### src/sv/sm_ram.sv
// ----------------------------------------------------------------------------
// sm_ram
// Simple dual-port RAM, one write and one registered read port.
// ----------------------------------------------------------------------------
module sm_ram #(
    parameter int WIDTH = 16,
    parameter int DEPTH = 64
) (
    input  logic                     clk,
    input  logic                     wr_en,
    input  logic [$clog2(DEPTH)-1:0] wr_addr,
    input  logic [WIDTH-1:0]         wr_data,
    input  logic                     rd_en,
    input  logic [$clog2(DEPTH)-1:0] rd_addr,
    output logic [WIDTH-1:0]         rd_data
);

    logic [WIDTH-1:0] mem [DEPTH];
    logic [WIDTH-1:0] rd_data_reg;

    always_ff @(posedge clk)
    begin
        if (wr_en)
            mem[wr_addr] <= wr_data;
        if (rd_en)
            rd_data_reg <= mem[rd_addr];
    end

    assign rd_data = rd_data_reg;

endmodule

### config.mk
export PLATFORM = sky130hd
export DESIGN_NAME = sm_ram
export DESIGN_NICKNAME = d
export VERILOG_FILES = /design/src/sv/sm_ram.sv
export SDC_FILE = /design/constraint.sdc
export NUM_CORES = 1
export LEC_CHECK = 0
export ABC_CLOCK_PERIOD_IN_PS = 3000
export BUFFER_PORTS_ARGS = -buffer_cell sky130_fd_sc_hd__buf_2
export CAP_MARGIN = 15
export CORE_ASPECT_RATIO = 1.2
export CORE_UTILIZATION = 50
export CTS_CLUSTER_SIZE = 28
export DETAILED_ROUTE_END_ITERATION = 8
export HOLD_SLACK_MARGIN = 0.12
export PLACE_DENSITY_LB_ADDON = 0.05
export SLEW_MARGIN = 10
export SYNTH_ARGS = -nofsm -noshare
export SYNTH_HDL_FRONTEND = slang
export SYNTH_SLANG_ARGS = --single-unit
export TNS_END_PERCENT = 10
### constraint.sdc
create_clock -name clk -period 3 [get_ports clk]
set_input_delay 0.15 -clock clk [delete_from_list [all_inputs] [get_ports clk]]
set_output_delay 0.15 -clock clk [all_outputs]
set_load 0.02 [all_outputs]
======== Word-level counts from Yosys, hierarchy flattened ========
Memory sizes are Yosys's and may differ from the RTL's. A register that Yosys moved wholly into a read port is not among the register bits.
Cells that the tools add are included.
storage, ports and cells
  RAM bits ................................ 1024
  bits in registers ....................... 0
  bits of input ports ..................... 31
  output and inout port bits .............. 16
  word-level logic and storage cells ...... 3
  memories kept ........................... 1
memories
  memory  words  bits a word  rd ports  clocked after Yosys merged registers in  wr ports  line  source
  mem     64     16           1         1                                        1         18    logic [WIDTH-1:0] mem [DEPTH];
operators by class
  muxes and demuxes ....................... 2
operators with widths
  kind     number
  $mux W1  2

======== Longest topological paths before layout ========
  depth in word-level cells ............... 2
  depth in mapped cells ................... 10
  depth with buffers taken out ............ 5

======== Worst setup path after synthesis ========
OpenSTA, ideal clock, no wires.
  kind .................................... input -> register
  from .................................... in wr_addr[3]
  to ...................................... mem mem[48][0] (enable)
  library setup time ...................... 409 ps
  path buffers ............................ 1
  data arrival time ....................... 1776 ps
  setup slack ............................. 815 ps
  required time ........................... 2591 ps
  stages on the path ...................... 4
  cell sequence ........................... clkbuf_1 > nor2b_1 > nand4b_1 > nor3_1
RTL lines
  element      line  source
  from (decl)  11    input logic [$clog2(DEPTH)-1:0] wr_addr,
  to (decl)    18
Straight into the memory's write port.

==> results.json <==
{
  "synth-edff-count": 1040,
  "start_util": 0.5069,
  "gp_congestion": 0.7890,
  "dieArea_um2": 81550,
  "finalNetCount": 2080,
  "insertion_delay_ps": 670,
  "leakagePower_nw": 14.69,
  "grt_pass1_wl_mm": 143.1,
  "crit_required_ps": 3400,
  "async_reset_ff_frac": 0,
  "cp.arrival_ps": 2820,
  "swShare": 0.2087,
  "irDropWorstVdd_v": 0.0005704,
  "finalCritPeriodShare": 0.8071,
  "syn_to_final_growth_pct": 13.96,
  "syn_area_um2": 40200,
  "port_buffers": 46,
  "p_comb_frac": 0.053,
  "drt_iter0_markers": 2122,
  "finalSetupViolCount": 0,
  "stdcell_count": 3168,
  "cts_resized": 0,
  "clockBufferDepth": 3,
  "die_h_um": 312.6,
  "grt_max_degree": 65,
  "synth_xor_area_frac": 0,
  "synth_area_per_cell_um2": 21.98,
  "ys_types": 42,
  "switchingPower_mw": 6.309,
  "die_x_um": 260.9,
  "end_kind": "register",
  "drive_gt1_frac": 0.2870,
  "slowest_delay_ps": 590,
  "first_global_vias": 19980,
  "totalPowerFinal_mw": 30.23,
  "crit_chain": "mux4_2 > mux2i_1 > a22oi_1 > a31oi_1 > buf_4 > a311oi_1",
  "synth.most_common_cell": "edfxtp_1",
  "antenna_left": 0,
  "relSlewSlack": 0.2586,
  "slowest_stage": "a31oi_1",
  "crit_path_start_kind": "register",
  "vias_per_cell": 6.056,
  "synth_ff_type": "edfxtp_1",
  "synth_top_cell_area_share": 0.7768,
  "slew_violations": 0,
  "place_ws_ps": 71.37,
  "largest_reg_flops": 1024,
  "max_slew.worst_pin.slew_ps": 1112,
  "overflow": 0,
  "syn_inst": 1829,
  "ios": 47,
  "cts_htree_levels": 3,
  "dr.pass1.iters": 7,
  "run_status": "finished, violations left",
  "tns_ps": 0,
  "drc": 14,
  "clock_sinks": 1040,
  "ys_warn_count": 0,
  "cts_made_buffers": 101,
  "path_class": "register to register",
  "vias": 19190,
  "p_int_mw": 23.92,
  "grt.total_usage": 0.2503,
  "hold_viol": 0,
  "cts_root_buffer": "clkbuf_16",
  "rrSetupSlack_ps": 580,
  "timing.final.ws_setup_ps": 578.7,
  "yosysTopAreaCell": "edfxtp_1",
  "crit_path_max_fanout": 1,
  "max_freq_mhz": 413.0,
  "synthAdderAreaFrac": 0,
  "path_clk_slew_ps": 60,
  "cts_hold_buf": 5,
  "clockPowerShare": 0.413,
  "detail_route.wl_per_cell_um": 31.28,
  "synthTopCellsByArea": "edfxtp_1 78%, mux4_2 12%, mux2i_1 2.1%",
  "synthesis.nets": 1860,
  "synth_seq_cells": 1040,
  "yosysSeqAreaShare": 0.7768,
  "synth_top_family_by_area": "multiplexers",
  "synthTopCellsByCount": "1040 x edfxtp_1, 220 x mux4_2, 85 x mux2i_1, 72 x nor2_1, 59 x nand2_1",
  "fin_crit_ps": 2421,
  "power_frac_seq": 0.534,
  "synthSimpleGateAreaFrac": 0.02636,
  "hold_path_class": "input port to register",
  "synth_mux_area_frac": 0.1546,
  "place_inst": 2972,
  "p_per_area_nw_per_um2": 659.8,
  "dpl.hpwl_mm": 60.54,
  "failed_checks": "design-rule violations",
  "finClkSkew_ps": 32.81,
  "synth_compound_area_frac": 0.02400,
  "num-fill-cells": 5824,
  "cts_tree": "yes",
  "core_area_um2": 79320,
  "drv_cap": 0,
  "antenna_found_initial": 8,
  "rsz0062_at_grt": "no",
  "drt-total-wl_mm": 99.09,
  "postCtsSetupRepairBufs": 0,
  "fp-row-count": 113
}
==> worst max-delay path: cells and delay by family, from the launching register on <==
| kind | cells | cell delay, ps |
|---|---|---|
| buffers and inverters | 1 | 210 |
| AOI/OAI and AO/OA | 3 | 780 |
| DFF | 1 | 370 |
| muxes | 2 | 800 |
==> routing by layer <==
layer / part of all wire / vias up / track usage
met4: 0.030 / 10 / 0.08134
met3: 0.048 / 150 / 0.03485
li1: - / 8142 / -
met1: 0.41 / 10340 / 0.3354
met5: 0.00059 / - / 0
met2: 0.52 / 547 / 0.4246
==> cell families after synthesis <==
family / Yosys count
multiplexers: 336
AO/OA/AOI/OAI: 129
buffers and inverters: 104
flip-flops: 1040
AND/OR/NAND/NOR: 220
==> per-stage QoR <==
step | hold WS [ps] | instance area [um^2] | utilization
after floorplan | 248.9 | 40200 | -
after global placement | 595.1 | 42480 | 0.5355
after detailed placement | 593.5 | 42480 | 0.5355
after CTS | 136.9 | 45750 | 0.5768
after global routing | 141.6 | 45810 | 0.5775
final | 127.1 | 45820 | 0.5776
==> power groups by stage <==
stage / Clock, mW / Sequential, mW / Combinational (mW)
finish: 12.5 / 16.2 / 1.60
global route: 13.2 / 16.2 / 1.70
floorplan: 0 / 16.5 / 0.833
CTS: 12.7 / 16.2 / 1.62
global placement: 0 / 16.5 / 1.60
detailed placement: 0 / 16.5 / 1.62
==> layout make-up <==
class	instances	area [um^2]	share of cell area
flip-flops and latches	1040	31230	0.6816
multi-input cells	685	8249	0.1800
clock buffers	130	2658	0.05800
repair buffers	221	1813	0.03957
well taps	1035	1295	0.02826
clock inverters	53	561.8	0.01226
diodes	4	10.01	0.0002185
==> layout by cell type, fill, tap and decap left out, types with 4 or more instances in the layout <==
cell and n:
mux2i_1 85, a41oi_1 5, diode_2 4, mux2_2 27
and4_1 5, nor2b_1 30, clkbuf_16 102, a211o_1 8
a221o_1 6, clkbuf_1 28, bufinv_16 11, clkinv_2 20
a211oi_1 8, a22oi_1 39, mux4_2 220, edfxtp_1 1040
a21oi_1 17, dlygate4sd3_1 7, nand4_1 12, buf_12 18
a311oi_1 8, o21ai_0 5, inv_6 5, a221oi_1 16
nand3_1 24, nand2_1 59, mux4_1 4, a31oi_1 8
buf_4 150, clkinv_1 14, nor2_1 72, a22o_1 6
buf_2 43
==> path summary, 6_finish.rpt <==
| check | start | endpoint | depth (start not counted) |
|---|---|---|---|
| worst max-delay path | mem[21][9] | rd_data[9] | 6 |
| worst min-delay path | wr_data[1] | mem[14][1] | 1 |
| worst max register to register | mem[21][9] | rd_data[9] | 6 |
| worst min register to register | mem[62][12] | rd_data[12] | 5 |
Note: power is estimated with default switching activity, not from simulation.
